===== config.mk =====
export PLATFORM = sky130hd
export DESIGN_NAME = sensor_average_alarm_flat
export DESIGN_NICKNAME = d
export VERILOG_FILES = /design/src/rtl/core/saa_pkg.sv /design/src/rtl/core/saa_ifs.sv /design/src/rtl/core/saa_ram.sv /design/src/rtl/core/saa_ctrl.sv /design/src/rtl/core/saa_dp.sv /design/src/rtl/core/sensor_average_alarm.sv /design/src/flat_wrapper.sv
export SDC_FILE = /design/constraint.sdc
export NUM_CORES = 2
export LEC_CHECK = 0
export BUFFER_PORTS_ARGS = -buffer_cell sky130_fd_sc_hd__buf_2
export CAP_MARGIN = 15
export CORE_ASPECT_RATIO = 0.6
export CORE_MARGIN = 3
export CORE_UTILIZATION = 23
export DETAILED_ROUTE_END_ITERATION = 10
export PLACE_DENSITY = 0.39
export SLEW_MARGIN = 10
export SYNTH_ARGS = -nofsm -noshare
export SYNTH_HDL_FRONTEND = slang
export SYNTH_SLANG_ARGS = --single-unit

===== constraint.sdc =====
create_clock -name clk -period 5.7 [get_ports clk]
set_input_delay 0.57 -clock clk [delete_from_list [all_inputs] [get_ports clk]]
set_output_delay 0.57 -clock clk [all_outputs]
set_load 0.02 [all_outputs]

===== src/rtl/core/saa_pkg.sv =====
// ----------------------------------------------------------------------------
// saa_pkg
// Shared types and constants for the sensor average alarm: field widths,
// command and status codes, register indexes, controller states and the
// command/status bundles between controller and datapath.
// ----------------------------------------------------------------------------
package saa_pkg;

  localparam int DATA_W    = 16;
  localparam int ID_W      = 16;
  localparam int SLOT_IN_W = 4;
  localparam int STATUS_W  = 3;
  localparam int CFG_IDX_W = 1;
  localparam int TOT_W     = 3;

  // item commands
  localparam logic CMD_LOAD = 1'b0;
  localparam logic CMD_READ = 1'b1;

  // configuration register indexes
  localparam logic [CFG_IDX_W-1:0] CFG_MAX_TEMP = 1'b0;
  localparam logic [CFG_IDX_W-1:0] CFG_MIN_TEMP = 1'b1;

  // threshold reset values, Q8.8
  localparam logic signed [DATA_W-1:0] MAX_TEMP_RST = 16'sd6400;
  localparam logic signed [DATA_W-1:0] MIN_TEMP_RST = 16'sd3840;

  // warm-up: report the latest earlier reading until more than this many have arrived
  localparam logic [TOT_W-1:0] WARMUP_READINGS = 3'd5;
  localparam logic [TOT_W-1:0] TOTAL_SAT       = 3'd6;

  typedef enum logic [STATUS_W-1:0] {
    ST_LOADED  = 3'd0,
    ST_NORMAL  = 3'd1,
    ST_HOT     = 3'd2,
    ST_COLD    = 3'd3,
    ST_INVALID = 3'd4,
    ST_NOHIST  = 3'd5
  } status_t;

  typedef enum logic [3:0] {
    S_IDLE,
    S_DECODE,
    S_SCAN,
    S_META,
    S_PLAN,
    S_LAST,
    S_LAST_WAIT,
    S_SUM,
    S_DIV,
    S_UPD,
    S_DONE
  } state_t;

  // controller to datapath
  typedef struct packed {
    logic in_ready;
    logic map_write;
    logic res_loaded;
    logic res_invalid;
    logic scan_clr;
    logic scan_step;
    logic meta_latch;
    logic sum_clr;
    logic sum_step;
    logic last_latch;
    logic div_init;
    logic div_step;
    logic div_finish;
    logic update;
    logic out_load;
  } ctrl_cmd_t;

  // datapath to controller
  typedef struct packed {
    logic in_valid;
    logic is_load;
    logic slot_ok;
    logic hit;
    logic miss;
    logic fill_zero;
    logic warm;
    logic sum_done;
    logic div_done;
    logic out_free;
  } dp_sts_t;

endpackage


===== src/rtl/core/saa_ifs.sv =====
// ----------------------------------------------------------------------------
// saa_ifs
// Channel interfaces: input items, result items and configuration writes,
// each a valid/ready channel with a source and a sink side.
// ----------------------------------------------------------------------------
interface saa_in_if import saa_pkg::*; ();
  logic                        valid;
  logic                        ready;
  logic                        cmd;
  logic [SLOT_IN_W-1:0]        slot;
  logic [ID_W-1:0]             room;
  logic [ID_W-1:0]             sensor;
  logic signed [DATA_W-1:0]    reading;

  modport source (output valid, output cmd, output slot, output room, output sensor,
                  output reading, input ready);
  modport sink (input valid, input cmd, input slot, input room, input sensor,
                input reading, output ready);
endinterface

interface saa_out_if import saa_pkg::*; ();
  logic                        valid;
  logic                        ready;
  logic [STATUS_W-1:0]         status;
  logic signed [DATA_W-1:0]    average;
  logic [ID_W-1:0]             room_out;
  logic [ID_W-1:0]             sensor_out;

  modport source (output valid, output status, output average, output room_out,
                  output sensor_out, input ready);
  modport sink (input valid, input status, input average, input room_out,
                input sensor_out, output ready);
endinterface

interface saa_cfg_if import saa_pkg::*; ();
  logic                        valid;
  logic                        ready;
  logic [CFG_IDX_W-1:0]        index;
  logic [DATA_W-1:0]           data;

  modport source (output valid, output index, output data, input ready);
  modport sink (input valid, input index, input data, output ready);
endinterface


===== src/rtl/core/saa_ram.sv =====
// ----------------------------------------------------------------------------
// saa_ram
// Generic single-write, single-read RAM with registered read data.
// ----------------------------------------------------------------------------
module saa_ram #(
  parameter int WIDTH = 16,
  parameter int DEPTH = 16,
  localparam int ADDR_W = (DEPTH > 1) ? $clog2(DEPTH) : 1
) (
  input  logic              clk,
  input  logic              we,
  input  logic [ADDR_W-1:0] waddr,
  input  logic [WIDTH-1:0]  wdata,
  input  logic [ADDR_W-1:0] raddr,
  output logic [WIDTH-1:0]  rdata
);

  logic [WIDTH-1:0] mem_r [DEPTH];
  logic [WIDTH-1:0] rdata_r;

  // write port and registered read port
  always_ff @(posedge clk) begin
    if (we) begin
      mem_r[waddr] <= wdata;
    end
    rdata_r <= mem_r[raddr];
  end

  assign rdata = rdata_r;

endmodule


===== src/rtl/core/saa_ctrl.sv =====
// ----------------------------------------------------------------------------
// saa_ctrl
// Controller: sequences one word through decode, map scan, history read,
// bit-serial divide, update and result hand-off.
// ----------------------------------------------------------------------------
module saa_ctrl import saa_pkg::*; (
  input  logic       clk,
  input  logic       rst_n,
  input  dp_sts_t    sts,
  output ctrl_cmd_t  cmd
);

  state_t state_r;
  state_t state_nxt;

  // state register
  always_ff @(posedge clk) begin
    if (!rst_n) begin
      state_r <= S_IDLE;
    end else begin
      state_r <= state_nxt;
    end
  end

  // next state
  always_comb begin
    state_nxt = state_r;
    case (state_r)
      S_IDLE: begin
        if (sts.in_valid) state_nxt = S_DECODE;
      end
      S_DECODE: begin
        state_nxt = sts.is_load ? S_DONE : S_SCAN;
      end
      S_SCAN: begin
        if (sts.hit) begin
          state_nxt = S_META;
        end else if (sts.miss) begin
          state_nxt = S_DONE;
        end
      end
      S_META: state_nxt = S_PLAN;
      S_PLAN: begin
        if (sts.fill_zero) begin
          state_nxt = S_UPD;
        end else if (sts.warm) begin
          state_nxt = S_LAST;
        end else begin
          state_nxt = S_SUM;
        end
      end
      S_LAST:      state_nxt = S_LAST_WAIT;
      S_LAST_WAIT: state_nxt = S_UPD;
      S_SUM: begin
        if (sts.sum_done) state_nxt = S_DIV;
      end
      S_DIV: begin
        if (sts.div_done) state_nxt = S_UPD;
      end
      S_UPD: state_nxt = S_DONE;
      S_DONE: begin
        if (sts.out_free) state_nxt = S_IDLE;
      end
      default: state_nxt = S_IDLE;
    endcase
  end

  // commands
  always_comb begin
    cmd = '0;
    case (state_r)
      S_IDLE: cmd.in_ready = 1'b1;
      S_DECODE: begin
        if (sts.is_load) begin
          if (sts.slot_ok) begin
            cmd.map_write  = 1'b1;
            cmd.res_loaded = 1'b1;
          end else begin
            cmd.res_invalid = 1'b1;
          end
        end else begin
          cmd.scan_clr = 1'b1;
        end
      end
      S_SCAN: begin
        cmd.scan_step = 1'b1;
        if (sts.miss) cmd.res_invalid = 1'b1;
      end
      S_META: ;
      S_PLAN: begin
        cmd.meta_latch = 1'b1;
        cmd.sum_clr    = 1'b1;
      end
      S_LAST: ;
      S_LAST_WAIT: cmd.last_latch = 1'b1;
      S_SUM: begin
        cmd.sum_step = 1'b1;
        if (sts.sum_done) cmd.div_init = 1'b1;
      end
      S_DIV: begin
        if (sts.div_done) begin
          cmd.div_finish = 1'b1;
        end else begin
          cmd.div_step = 1'b1;
        end
      end
      S_UPD: cmd.update = 1'b1;
      S_DONE: begin
        if (sts.out_free) cmd.out_load = 1'b1;
      end
      default: cmd = '0;
    endcase
  end

endmodule


===== src/rtl/core/saa_dp.sv =====
// ----------------------------------------------------------------------------
// saa_dp
// Datapath: captured word, threshold registers, sensor map and history
// memories, scan and sum counters, restoring divider and result registers.
// ----------------------------------------------------------------------------
module saa_dp import saa_pkg::*; #(
  parameter int MAP_SLOTS   = 16,
  parameter int HISTORY_LEN = 5
) (
  input  logic       clk,
  input  logic       rst_n,
  input  ctrl_cmd_t  cmd,
  output dp_sts_t    sts,
  saa_in_if.sink     in_if,
  saa_out_if.source  out_if,
  saa_cfg_if.sink    cfg_if
);

  localparam int SLOT_W     = (MAP_SLOTS > 1) ? $clog2(MAP_SLOTS) : 1;
  localparam int SCAN_W     = $clog2(MAP_SLOTS + 1);
  localparam int IDX_W      = (HISTORY_LEN > 1) ? $clog2(HISTORY_LEN) : 1;
  localparam int FILL_W     = $clog2(HISTORY_LEN + 1);
  localparam int META_W     = FILL_W + IDX_W;
  localparam int HIST_DEPTH = MAP_SLOTS * HISTORY_LEN;
  localparam int HADDR_W    = (HIST_DEPTH > 1) ? $clog2(HIST_DEPTH) : 1;
  localparam int SUM_W      = DATA_W + IDX_W;
  localparam int DCNT_W     = $clog2(SUM_W + 1);

  // captured word
  logic                     cmd_in_r;
  logic [SLOT_IN_W-1:0]     slot_in_r;
  logic [ID_W-1:0]          room_in_r;
  logic [ID_W-1:0]          sensor_r;
  logic signed [DATA_W-1:0] reading_r;

  // thresholds
  logic signed [DATA_W-1:0] max_temp_r;
  logic signed [DATA_W-1:0] min_temp_r;

  // map and scan
  logic [MAP_SLOTS-1:0]     vld_r;
  logic [SCAN_W-1:0]        scan_r;
  logic [SLOT_W-1:0]        chk_r;
  logic                     chk_v_r;
  logic [SLOT_W-1:0]        slot_r;
  logic [SLOT_W-1:0]        load_addr;
  logic                     scan_issue;
  logic                     hit;

  // per-slot history bookkeeping
  logic [HADDR_W-1:0]       base_r;
  logic [FILL_W-1:0]        fill_r;
  logic [IDX_W-1:0]         next_r;
  logic [ID_W-1:0]          room_r;
  logic [IDX_W-1:0]         last_idx;
  logic [IDX_W-1:0]         next_new;
  logic [FILL_W-1:0]        fill_new;
  logic [TOT_W-1:0]         total_r;

  // summation
  logic [FILL_W-1:0]        hidx_r;
  logic [FILL_W-1:0]        cons_r;
  logic                     rd_v_r;
  logic signed [SUM_W-1:0]  acc_r;
  logic                     sum_issue;

  // divider
  logic [SUM_W-1:0]         quo_r;
  logic [FILL_W-1:0]        rem_r;
  logic                     neg_r;
  logic [DCNT_W-1:0]        dcnt_r;
  logic [FILL_W:0]          rem_sh;
  logic                     div_ge;
  logic [DATA_W-1:0]        quo_mag;
  logic signed [DATA_W-1:0] ref_r;

  // result staging and output register
  status_t                  res_status_r;
  logic signed [DATA_W-1:0] res_avg_r;
  logic [ID_W-1:0]          res_room_r;
  logic                     out_valid_r;
  status_t                  out_status_r;
  logic signed [DATA_W-1:0] out_avg_r;
  logic [ID_W-1:0]          out_room_r;
  logic [ID_W-1:0]          out_sensor_r;

  // memory ports
  logic [ID_W-1:0]          id_rd;
  logic [ID_W-1:0]          room_rd;
  logic [META_W-1:0]        meta_rd;
  logic                     meta_we;
  logic [SLOT_W-1:0]        meta_waddr;
  logic [META_W-1:0]        meta_wdata;
  logic signed [DATA_W-1:0] hist_rd;
  logic [HADDR_W-1:0]       hist_raddr;
  logic [HADDR_W-1:0]       hist_waddr;

  assign in_if.ready  = cmd.in_ready;
  assign cfg_if.ready = 1'b1;

  // capture the input word
  always_ff @(posedge clk) begin
    if (in_if.valid && cmd.in_ready) begin
      cmd_in_r  <= in_if.cmd;
      slot_in_r <= in_if.slot;
      room_in_r <= in_if.room;
      sensor_r  <= in_if.sensor;
      reading_r <= in_if.reading;
    end
  end

  // threshold registers
  always_ff @(posedge clk) begin
    if (!rst_n) begin
      max_temp_r <= MAX_TEMP_RST;
      min_temp_r <= MIN_TEMP_RST;
    end else if (cfg_if.valid) begin
      case (cfg_if.index)
        CFG_MAX_TEMP: max_temp_r <= cfg_if.data;
        CFG_MIN_TEMP: min_temp_r <= cfg_if.data;
        default: ;
      endcase
    end
  end

  assign load_addr = SLOT_W'(slot_in_r);

  // slot valid bits, set by a load
  always_ff @(posedge clk) begin
    if (!rst_n) begin
      vld_r <= '0;
    end else if (cmd.map_write) begin
      vld_r[load_addr] <= 1'b1;
    end
  end

  // serial map scan: issue address, compare in the next cycle
  assign scan_issue = scan_r < SCAN_W'(MAP_SLOTS);
  assign hit        = chk_v_r && vld_r[chk_r] && (id_rd == sensor_r);

  always_ff @(posedge clk) begin
    if (!rst_n) begin
      chk_v_r <= 1'b0;
    end else if (cmd.scan_clr) begin
      scan_r  <= '0;
      chk_v_r <= 1'b0;
    end else if (cmd.scan_step) begin
      chk_v_r <= scan_issue;
      chk_r   <= scan_r[SLOT_W-1:0];
      if (scan_issue) scan_r <= scan_r + SCAN_W'(1);
      if (hit) slot_r <= chk_r;
    end
  end

  // row base of the matched slot in the history memory
  always_ff @(posedge clk) begin
    base_r <= HADDR_W'(slot_r) * HADDR_W'(HISTORY_LEN);
  end

  // latch fill, write pointer and room of the matched slot
  always_ff @(posedge clk) begin
    if (cmd.meta_latch) begin
      fill_r <= meta_rd[META_W-1 -: FILL_W];
      next_r <= meta_rd[IDX_W-1:0];
      room_r <= room_rd;
    end
  end

  assign last_idx = (next_r == '0) ? IDX_W'(HISTORY_LEN - 1) : next_r - IDX_W'(1);
  assign next_new = (next_r == IDX_W'(HISTORY_LEN - 1)) ? '0 : next_r + IDX_W'(1);
  assign fill_new = (fill_r < FILL_W'(HISTORY_LEN)) ? fill_r + FILL_W'(1) : fill_r;

  // accumulate the stored readings one per cycle
  assign sum_issue = hidx_r < fill_r;

  always_ff @(posedge clk) begin
    if (!rst_n) begin
      rd_v_r <= 1'b0;
    end else if (cmd.sum_clr) begin
      hidx_r <= '0;
      cons_r <= '0;
      rd_v_r <= 1'b0;
      acc_r  <= '0;
    end else if (cmd.sum_step) begin
      rd_v_r <= sum_issue;
      if (sum_issue) hidx_r <= hidx_r + FILL_W'(1);
      if (rd_v_r) begin
        acc_r  <= acc_r + SUM_W'(hist_rd);
        cons_r <= cons_r + FILL_W'(1);
      end
    end
  end

  // restoring divide of |sum| by fill, one quotient bit per cycle
  assign rem_sh  = {rem_r, quo_r[SUM_W-1]};
  assign div_ge  = rem_sh >= {1'b0, fill_r};
  assign quo_mag = quo_r[DATA_W-1:0];

  always_ff @(posedge clk) begin
    if (cmd.div_init) begin
      neg_r  <= acc_r[SUM_W-1];
      quo_r  <= acc_r[SUM_W-1] ? SUM_W'(-acc_r) : SUM_W'(acc_r);
      rem_r  <= '0;
      dcnt_r <= '0;
    end else if (cmd.div_step) begin
      rem_r  <= div_ge ? FILL_W'(rem_sh - {1'b0, fill_r}) : rem_sh[FILL_W-1:0];
      quo_r  <= {quo_r[SUM_W-2:0], div_ge};
      dcnt_r <= dcnt_r + DCNT_W'(1);
    end
  end

  // reference value: latest reading or truncated average
  always_ff @(posedge clk) begin
    if (cmd.last_latch) begin
      ref_r <= hist_rd;
    end else if (cmd.div_finish) begin
      ref_r <= neg_r ? -quo_mag : quo_mag;
    end
  end

  // readings counter, saturating
  always_ff @(posedge clk) begin
    if (!rst_n) begin
      total_r <= '0;
    end else if (cmd.update && (total_r < TOTAL_SAT)) begin
      total_r <= total_r + TOT_W'(1);
    end
  end

  // stage the result
  always_ff @(posedge clk) begin
    if (cmd.res_loaded) begin
      res_status_r <= ST_LOADED;
      res_avg_r    <= '0;
      res_room_r   <= room_in_r;
    end else if (cmd.res_invalid) begin
      res_status_r <= ST_INVALID;
      res_avg_r    <= '0;
      res_room_r   <= '0;
    end else if (cmd.update) begin
      res_room_r <= room_r;
      if (fill_r == '0) begin
        res_status_r <= ST_NOHIST;
        res_avg_r    <= '0;
      end else begin
        res_avg_r <= ref_r;
        if (ref_r > max_temp_r) begin
          res_status_r <= ST_HOT;
        end else if (ref_r < min_temp_r) begin
          res_status_r <= ST_COLD;
        end else begin
          res_status_r <= ST_NORMAL;
        end
      end
    end
  end

  // output register: load when free, drop when taken
  always_ff @(posedge clk) begin
    if (!rst_n) begin
      out_valid_r <= 1'b0;
    end else if (cmd.out_load) begin
      out_valid_r <= 1'b1;
    end else if (out_if.ready) begin
      out_valid_r <= 1'b0;
    end
  end

  always_ff @(posedge clk) begin
    if (cmd.out_load) begin
      out_status_r <= res_status_r;
      out_avg_r    <= res_avg_r;
      out_room_r   <= res_room_r;
      out_sensor_r <= sensor_r;
    end
  end

  assign out_if.valid      = out_valid_r;
  assign out_if.status     = out_status_r;
  assign out_if.average    = out_avg_r;
  assign out_if.room_out   = out_room_r;
  assign out_if.sensor_out = out_sensor_r;

  // memories
  assign meta_we    = cmd.map_write || cmd.update;
  assign meta_waddr = cmd.update ? slot_r : load_addr;
  assign meta_wdata = cmd.update ? {fill_new, next_new} : '0;
  assign hist_waddr = base_r + HADDR_W'(next_r);
  assign hist_raddr = base_r + (cmd.sum_step ? HADDR_W'(hidx_r) : HADDR_W'(last_idx));

  saa_ram #(.WIDTH(ID_W), .DEPTH(MAP_SLOTS)) u_id_ram (
    .clk   (clk),
    .we    (cmd.map_write),
    .waddr (load_addr),
    .wdata (sensor_r),
    .raddr (scan_r[SLOT_W-1:0]),
    .rdata (id_rd)
  );

  saa_ram #(.WIDTH(ID_W), .DEPTH(MAP_SLOTS)) u_room_ram (
    .clk   (clk),
    .we    (cmd.map_write),
    .waddr (load_addr),
    .wdata (room_in_r),
    .raddr (slot_r),
    .rdata (room_rd)
  );

  saa_ram #(.WIDTH(META_W), .DEPTH(MAP_SLOTS)) u_meta_ram (
    .clk   (clk),
    .we    (meta_we),
    .waddr (meta_waddr),
    .wdata (meta_wdata),
    .raddr (slot_r),
    .rdata (meta_rd)
  );

  saa_ram #(.WIDTH(DATA_W), .DEPTH(HIST_DEPTH)) u_hist_ram (
    .clk   (clk),
    .we    (cmd.update),
    .waddr (hist_waddr),
    .wdata (reading_r),
    .raddr (hist_raddr),
    .rdata (hist_rd)
  );

  // status back to the controller
  always_comb begin
    sts.in_valid  = in_if.valid;
    sts.is_load   = (cmd_in_r == CMD_LOAD);
    sts.slot_ok   = int'(slot_in_r) < MAP_SLOTS;
    sts.hit       = hit;
    sts.miss      = chk_v_r && !hit && (chk_r == SLOT_W'(MAP_SLOTS - 1));
    sts.fill_zero = (meta_rd[META_W-1 -: FILL_W] == '0);
    sts.warm      = (total_r <= WARMUP_READINGS);
    sts.sum_done  = (cons_r == fill_r);
    sts.div_done  = (dcnt_r == DCNT_W'(SUM_W));
    sts.out_free  = !out_valid_r || out_if.ready;
  end

endmodule


===== src/rtl/core/sensor_average_alarm.sv =====
// ----------------------------------------------------------------------------
// sensor_average_alarm
// Per-sensor moving-average threshold monitor with a loadable sensor map.
// ----------------------------------------------------------------------------
// Channels: in_if takes words (cmd 0 loads a map slot with sensor and room
// and clears its history; cmd 1 is a temperature reading). out_if returns
// one word per input word: status, average, room_out, sensor_out. cfg_if
// writes max_temp (index 0) and min_temp (index 1) and is always ready;
// write it only while the block is idle.
// Flow: a load is decoded and its result handed off. A reading scans
// the map one slot per cycle; an unknown id ends the scan at the last slot.
// A known id reads its slot's fill and write pointer; with no history it
// reports no history, in warm-up it reads the latest reading, else it sums
// the stored readings and runs a bit-serial divide. The map scan and the
// divider set the rate; one word is in work at a time.
// Reset clears the slot valid bits, the readings counter, the thresholds
// to 25.0 and 15.0 degrees, and the output valid; no memory clearing pass.
// A stalled receiver holds the result in the output register; the next
// word is still accepted and is held at its end until the register frees.
// ----------------------------------------------------------------------------
module sensor_average_alarm import saa_pkg::*; #(
  parameter int MAP_SLOTS   = 16,
  parameter int HISTORY_LEN = 5
) (
  input  logic      clk,
  input  logic      rst_n,
  saa_in_if.sink    in_if,
  saa_out_if.source out_if,
  saa_cfg_if.sink   cfg_if
);

  ctrl_cmd_t ctrl_cmd;
  dp_sts_t   dp_sts;

  saa_ctrl u_ctrl (
    .clk   (clk),
    .rst_n (rst_n),
    .sts   (dp_sts),
    .cmd   (ctrl_cmd)
  );

  saa_dp #(
    .MAP_SLOTS   (MAP_SLOTS),
    .HISTORY_LEN (HISTORY_LEN)
  ) u_dp (
    .clk    (clk),
    .rst_n  (rst_n),
    .cmd    (ctrl_cmd),
    .sts    (dp_sts),
    .in_if  (in_if),
    .out_if (out_if),
    .cfg_if (cfg_if)
  );

`ifndef ASSERT_OFF
  // one word in work at a time
  a_accept_busy: assert property (@(posedge clk) disable iff (!rst_n)
    (in_if.valid && in_if.ready) |=> !in_if.ready)
    else $error("input accepted again while a word is in work");

  // never overwrite a result the receiver has not taken
  a_out_load_free: assert property (@(posedge clk) disable iff (!rst_n)
    ctrl_cmd.out_load |-> (!out_if.valid || out_if.ready))
    else $error("output register loaded while stalled");

  // one result source per word
  a_one_result: assert property (@(posedge clk) disable iff (!rst_n)
    $onehot0({ctrl_cmd.res_loaded, ctrl_cmd.res_invalid, ctrl_cmd.update}))
    else $error("more than one result staged at once");

  // map written only by a load to an existing slot
  a_map_write_legal: assert property (@(posedge clk) disable iff (!rst_n)
    ctrl_cmd.map_write |-> (dp_sts.is_load && dp_sts.slot_ok))
    else $error("map written by a word that is no legal load");
`endif

endmodule

===== src/flat_wrapper.sv =====
// flat-port wrapper written by rule: the top's interface ports become plain ports
module sensor_average_alarm_flat import saa_pkg::*;
#(
  parameter int MAP_SLOTS   = 16,
  parameter int HISTORY_LEN = 5
)
  (clk, rst_n, in_if_valid, in_if_cmd, in_if_slot, in_if_room, in_if_sensor, in_if_reading, in_if_ready, out_if_valid, out_if_status, out_if_average, out_if_room_out, out_if_sensor_out, out_if_ready, cfg_if_valid, cfg_if_index, cfg_if_data, cfg_if_ready);
  saa_in_if in_if_i ();
  saa_out_if out_if_i ();
  saa_cfg_if cfg_if_i ();
  input  logic clk;
  input  logic rst_n;
  input wire logic [$bits(in_if_i.valid)-1:0] in_if_valid;
  input wire logic [$bits(in_if_i.cmd)-1:0] in_if_cmd;
  input wire logic [$bits(in_if_i.slot)-1:0] in_if_slot;
  input wire logic [$bits(in_if_i.room)-1:0] in_if_room;
  input wire logic [$bits(in_if_i.sensor)-1:0] in_if_sensor;
  input wire logic [$bits(in_if_i.reading)-1:0] in_if_reading;
  output wire logic [$bits(in_if_i.ready)-1:0] in_if_ready;
  output wire logic [$bits(out_if_i.valid)-1:0] out_if_valid;
  output wire logic [$bits(out_if_i.status)-1:0] out_if_status;
  output wire logic [$bits(out_if_i.average)-1:0] out_if_average;
  output wire logic [$bits(out_if_i.room_out)-1:0] out_if_room_out;
  output wire logic [$bits(out_if_i.sensor_out)-1:0] out_if_sensor_out;
  input wire logic [$bits(out_if_i.ready)-1:0] out_if_ready;
  input wire logic [$bits(cfg_if_i.valid)-1:0] cfg_if_valid;
  input wire logic [$bits(cfg_if_i.index)-1:0] cfg_if_index;
  input wire logic [$bits(cfg_if_i.data)-1:0] cfg_if_data;
  output wire logic [$bits(cfg_if_i.ready)-1:0] cfg_if_ready;
  assign in_if_i.valid = in_if_valid;
  assign in_if_i.cmd = in_if_cmd;
  assign in_if_i.slot = in_if_slot;
  assign in_if_i.room = in_if_room;
  assign in_if_i.sensor = in_if_sensor;
  assign in_if_i.reading = in_if_reading;
  assign in_if_ready = in_if_i.ready;
  assign out_if_valid = out_if_i.valid;
  assign out_if_status = out_if_i.status;
  assign out_if_average = out_if_i.average;
  assign out_if_room_out = out_if_i.room_out;
  assign out_if_sensor_out = out_if_i.sensor_out;
  assign out_if_i.ready = out_if_ready;
  assign cfg_if_i.valid = cfg_if_valid;
  assign cfg_if_i.index = cfg_if_index;
  assign cfg_if_i.data = cfg_if_data;
  assign cfg_if_ready = cfg_if_i.ready;
  sensor_average_alarm #(.MAP_SLOTS(MAP_SLOTS), .HISTORY_LEN(HISTORY_LEN)) u_core (.clk(clk), .rst_n(rst_n), .in_if(in_if_i), .out_if(out_if_i), .cfg_if(cfg_if_i));
endmodule

# Yosys cells after proc, flatten, opt, wreduce, memory -nomap -nowiden
# Memory sizes are Yosys's and may differ from the RTL's. A register that Yosys moved wholly into a read port is not among the register bits.
# Cells that the tools add are included.
# W data, S select, Z words.
[classes] n_lt_le_gt_ge=11 div=0 shifts=0 bitwise=4 mul=1 n_eq_ne=20 add_sub_neg=14 n_reduce_logical=36 n_mux=71
[op_table] op="$mux W16" n=7
[op_table] op="$mux W19" n=5
[op_table] op="$pmux W4 S11" n=1
[op_table] op="$mux W3" n=13
[op_table] op="$mux W4" n=9
[op_table] op="$mux W1" n=24
[op_table] op="$add A19 B16 Y19" n=1
[op_table] op="$neg A19 Y19" n=1
[op_table] op="$reduce_bool A2 Y1" n=9
[op_table] op="$eq A16 B16 Y1" n=1
[op_table] op="$eq A4 B3 Y1 const B" n=4
[op_table] op="$eq A4 B4 Y1 const B" n=4
[op_table] op="$gt A16 B16 Y1" n=1
[op_table] op="$lt A16 B16 Y1" n=1
[op_table] op="$neg A16 Y16" n=1
[op_table] op="$or A16 B16 Y16" n=1
[op_table] op="$add A3 B1 Y3 const B" n=5
[op_table] op="$add A7 B3 Y7" n=2
[op_table] op="$mux W2" n=6
[op_table] op="$reduce_and A3 Y1" n=4
[op_table] op="$add A5 B1 Y5 const B" n=2
[op_table] op="$lt A4 B5 Y1 const B" n=2
[op_table] op="$mux W5" n=2
[op_table] op="$logic_not A3 Y1" n=3
[op_table] op="other kinds (31)" n=48
[totals] mem_bits_rw=1888 output_inout_bits=54 register_bits=308 in_bits=75 latch_bits=0 wordCells=197 memories=4 romBits=0
[mem_list] memory="u_core.u_dp.u_hist_ram.mem_r" depth=80 word_bits=16 rd=1 rd_clocked_by_memory_dff=1 write_ports=1 line="saa_ram.sv:18" text="logic [WIDTH-1:0] mem_r [DEPTH];"
[mem_list] memory="u_core.u_dp.u_id_ram.mem_r" depth=16 word_bits=16 rd=1 rd_clocked_by_memory_dff=1 write_ports=1 line="saa_ram.sv:18"
[mem_list] memory="u_core.u_dp.u_room_ram.mem_r" depth=16 word_bits=16 rd=1 rd_clocked_by_memory_dff=1 write_ports=1 line="saa_ram.sv:18"
[mem_list] memory="u_core.u_dp.u_meta_ram.mem_r" depth=16 word_bits=6 rd=1 rd_clocked_by_memory_dff=1 write_ports=1 line="saa_ram.sv:18"

# Logic depth before layout (Yosys ltp)
[logic_depth] word_depth=11 ltp_mapped=16 ltp_nobuf=13

# By module
# Synthesis repeated with hierarchy kept, for this count alone.
[hier_totals] hier_cells=4672 hier_area_um2=88099.5
[modules_own_cells] mod="saa_ram (u_core.u_dp.u_hist_ram)" n_inst=1 area_each_um2=49837.8 cells_per_inst=2392 seq_area_each_um2=38757.2
[modules_own_cells] mod="saa_ram (u_core.u_dp.u_id_ram ...)" n_inst=2 area_each_um2=10043.4 cells_per_inst=432 seq_area_each_um2=8007.7
[modules_own_cells] mod="saa_dp" n_inst=1 area_each_um2=13813.2 cells_per_inst=1172 seq_area_each_um2=8247.9
[modules_own_cells] mod="saa_ram (u_core.u_dp.u_meta_ram)" n_inst=1 area_each_um2=3895.0 cells_per_inst=178 seq_area_each_um2=3002.9
[modules_own_cells] mod="saa_ctrl" n_inst=1 area_each_um2=466.7 cells_per_inst=66 seq_area_each_um2=80.1

# Worst setup path after synthesis
# No wires, ideal clock.
[synth_path] path_kind="register to register" start="register u_core.u_ctrl.state_r[1]" end="register u_core.u_dp.out_avg_r[0] (netlist: u_core.u_dp.out_if.average[0]), enable pin" setup_ps=523 path_buffers=1 arrival_ps=4264 slack_ps=914 stages_incl_launch_ff=4 period_less_slack_ps=4786 t_required_ps=5177 path_cell_list="dfxtp_1 > clkbuf_1 > nand2b_1 > nor3_1"
[synth_lines] element="from (decl)" line="saa_ctrl.sv:13" text="state_t state_r;"
[synth_lines] element="from (signal assigned)" line="saa_ctrl.sv:21" text="state_r <= state_nxt;"
[synth_lines] element="to (signal assigned)" line="saa_dp.sv:272" text="out_avg_r <= res_avg_r;"
[synth_lines] element="to (decl)" line="saa_dp.sv:83" text="logic signed [DATA_W-1:0] out_avg_r;"

# Worst setup path in the final report
[layout_path] start="register u_core.u_ctrl.state_r[0]" end="register u_core.u_dp.u_hist_ram.rdata_r[1] (netlist: u_core.u_dp.u_hist_ram.rdata[1]), read port of u_core.u_dp.u_hist_ram.mem_r"
[layout_via] elab_chain_cells=4
[layout_rtl] element="$eq A4 B3 Y1" line="saa_ctrl.sv:71" text="case (state_r)"
[layout_rtl] element="$mux W1" line="saa_ctrl.sv:71"
[layout_rtl] element="$mux W3" line="saa_dp.sv:289" text="assign hist_raddr = base_r + (cmd.sum_step ? HADDR_W'(hidx_r) : HADDR_W'(last_idx));"
[layout_rtl] element="$add A7 B3 Y7" line="saa_dp.sv:289"
[layout_rtl] element="to (decl)" line="saa_ram.sv:19" text="logic [WIDTH-1:0] rdata_r;"
# Every way passes these cells.
# A chain may end at the register's enable or synchronous reset.

==> run metrics <==
synthesized netlist cell count=4402; placed cells=9585; Slew Limit Fails=0; Hold Vio Cnt, Final=0; compound-gate portion of the synthesized area=3.78%; main area contributors after synthesis=edfxtp_1, mux4_2, dfxtp_1; setup slack at placement=0.935 ns; CTS tree=done; Post-synth EDFFs=2104; Hold Crit Class=primary input to register; starting density of the core=23.3%; Core Rows=174; layout cell share with drive strength beyond 1=26.7%; worst rel slew slack=14.7%; Lkg Pwr=0.0330 uW; number of max-cap violations=0; post-route setup slack=0.862 ns; measured slew at the worst slew-check pin=1.28 ns; # DRC=0; worst-path fanout max=34; count leader, synth=edfxtp_1; DP Wirelength=171000 um; GR Util All Layers=13.5%; Synth Area in Adders=1.21%; Synth Cell Area=0.0877 sq mm; Ys Warns=0; IO buf count=127; switching power=11100 uW; ratio of final minimum period to clock period=84.9%; Die Ht=484 um; total negative slack=0 ns; CTS Sinks=2250; synth cell count leaders=edfxtp_1, mux4_2, nand2_1; Post-CTS Hold Buffers=70; CP startpoint=u_core.u_ctrl.state_r[0]$_SDFFE_PN0P_; Worst-Skew Late Latency=0.91 ns; clock share of power=36.6%; part of the power in registers=48.9%; mux cell area share after synthesis=14.1%; routed wire length=269000 um; DRT iter0 DRCs=4702; RSZ-0062 raised after global routing=false; grt ovf=0; Core Area=0.377 sq mm; routability cong.=0.790; die width=803 um; Max Freq=207 MHz; Final nets=5032; cts repair resizes=0; Clock Tree Buf Depth=4; Synth Area in XOR/XNOR=0.789%; TritonRoute pass-1 iters=5; Pint=29900 uW; Fill cells=37400; top_reg_cell synth=edfxtp_1; outcome=finished clean; power per cell area=392 mW/mm^2; Root Buffer=clkbuf_16; Synth Register Bits=2250; largest net degree at the start of global routing=95; wire per inst=26.7 um; CP endpoint kind=register; top cell type's share of synthesized area=72.0%; DR vias=44900; WP data arrival=5.58 ns; setup violators final=0; crit path kind=register to register; Final Skew=0.0888 ns; HP Start=rst_n; Netlist cell types=75; CTS H-tree depth=4; Synth async-reset ratio=0%; largest family of logic cells by synthesized area=multiplexers; number of buffers created by CTS=228; Avg Inst Size Synth=19.9 sq um; clock slew at reported path FFs=0.07 ns; Area Growth Syn to Fin=18.9%; sw frac=27.0%; Critical Path Source Type=register; largest area contributor in the netlist=edfxtp_1; post-route ant nets=0; initial antenna violation count=36; CP Data Required Time=6.44 ns; minimum clock period=4.84 ns; number of global-route vias before repair=45000; syn nets=4559; sequential fraction of the synthesis area=75.3%; worst r2r src=u_core.u_ctrl.state_r[0]$_SDFFE_PN0P_; combinational share of power=14.5%; die area=0.389 sq mm; Setup Fix Bufs, Post-CTS=0; vias per inst=4.45; Peak supply drop=236 uV; IO Pins=129; non-filler cells in the finished layout=10100; first-pass GRT wire length=374000 um; Simple-Gate Fraction of Synth Area=3.38%
==> critical path, stage by stage, from the launching register on <==
cell      delay, ns
dfxtp_1        0.60
nand4b_1       0.37
nor2_1         0.18
a21oi_1        0.09
ha_4           0.21
fa_4           1.15
buf_12         0.34
buf_4          0.28
mux4_2         0.32
mux2_2         0.33
o211ai_1       0.56
o211ai_1       0.17
==> per-layer routing <==
layer | GRT usage (%) | vias to the layer above | part of all wire (%)
met2 | 17.4 | 1308 | 39
li1 | - | 19100 | -
met1 | 21.6 | 24200 | 51
met4 | 2.64 | 8 | 1.7
met5 | 0 | - | 0.020
met3 | 4.41 | 311 | 8.5
==> power by group through the flow <==
stage	Clock [uW]	Combinational, uW	Sequential [uW]
final	15000	5930	20000
after global routing	16200	6420	20100
after CTS	15500	6000	20000
after detailed placement	0	5940	20400
after global placement	0	5900	20400
after floorplan	0	2930	20400
==> worst paths after layout <==
path | to | slack, ns | cells after the start
setup reg to reg | u_core.u_dp.u_hist_ram.rdata[1]$_DFF_P_ | 0.86 | 11
setup / recovery | u_core.u_dp.u_hist_ram.rdata[1]$_DFF_P_ | 0.86 | 11
hold / removal | u_core.u_dp.vld_r[4]$_SDFFE_PN0P_ | 0.22 | 2
hold reg to reg | u_core.u_dp.room_r[13]$_DFFE_PP_ | 0.38 | 0
==> placed cells by master, fill, tap and decap left out, drive strengths merged, types with 14 or more instances in the layout <==
cell / n
edfxtp: 2104
mux4: 514
buf: 397
clkbuf: 292
nand2: 187
nor2: 172
dfxtp: 146
o21ai: 121
nand3: 103
clkinv: 79
inv: 78
ha: 77
dlygate4sd3: 70
mux2i: 46
xor2: 45
a21oi: 44
o211ai: 38
a22o: 35
xnor2: 34
nor3: 34
a211o: 32
and3: 32
mux2: 31
nor2b: 31
a21boi: 30
a211oi: 27
bufinv: 20
a21o: 20
o21a: 19
a32oi: 16
a32o: 16
nand2b: 15
a31oi: 15
o2111ai: 14
==> layout make-up <==
class                   instances  area, sq um  area share (%)
diodes                          9         22.5          0.0216
clock inverters               117         1160            1.11
flip-flops and latches       2250        66100            63.4
repair buffers                467         3670            3.52
well taps                    5016         6280            6.01
inverters                      71          267           0.255
multi-input cells            1857        20700            19.9
clock buffers                 292         6110            5.85
==> state kept, by name, summed over array words and instances (netlist names), 19 cells and up <==
name	flops
u_core.u_dp.u_room_ram.mem_r	256
u_core.u_dp.u_meta_ram.mem_r	96
u_core.u_dp.u_hist_ram.mem_r	1280
u_core.u_dp.u_id_ram.mem_r	256
u_core.u_dp.quo_r	19
u_core.u_dp.acc_r	19
==> through the flow <==
step	cell area [sq um]	power, uW	hold WS (ns)	utilization, %
detailed placement	96200	26300	0.389	25.5
finish	104000	40900	0.217	27.7
CTS	104000	41500	0.137	27.6
floorplan	87700	23300	0.386	-
global placement	96200	26300	0.388	25.5
global route	104000	42700	0.178	27.7
==> logic make-up (layout without fill, tap and decap cells) <==
group | Yosys count | in the layout
DFF | 2250 | 2250
adders and majority gates | 82 | 82
xor gates and xnor gates | 79 | 79
AOI/OAI and AO/OA | 468 | 468
muxes | 591 | 591
and+or+nand+nor | 636 | 636
other | 1 | 10
buffers and inverters | 295 | 947
(Power assumes the default switching activity.)
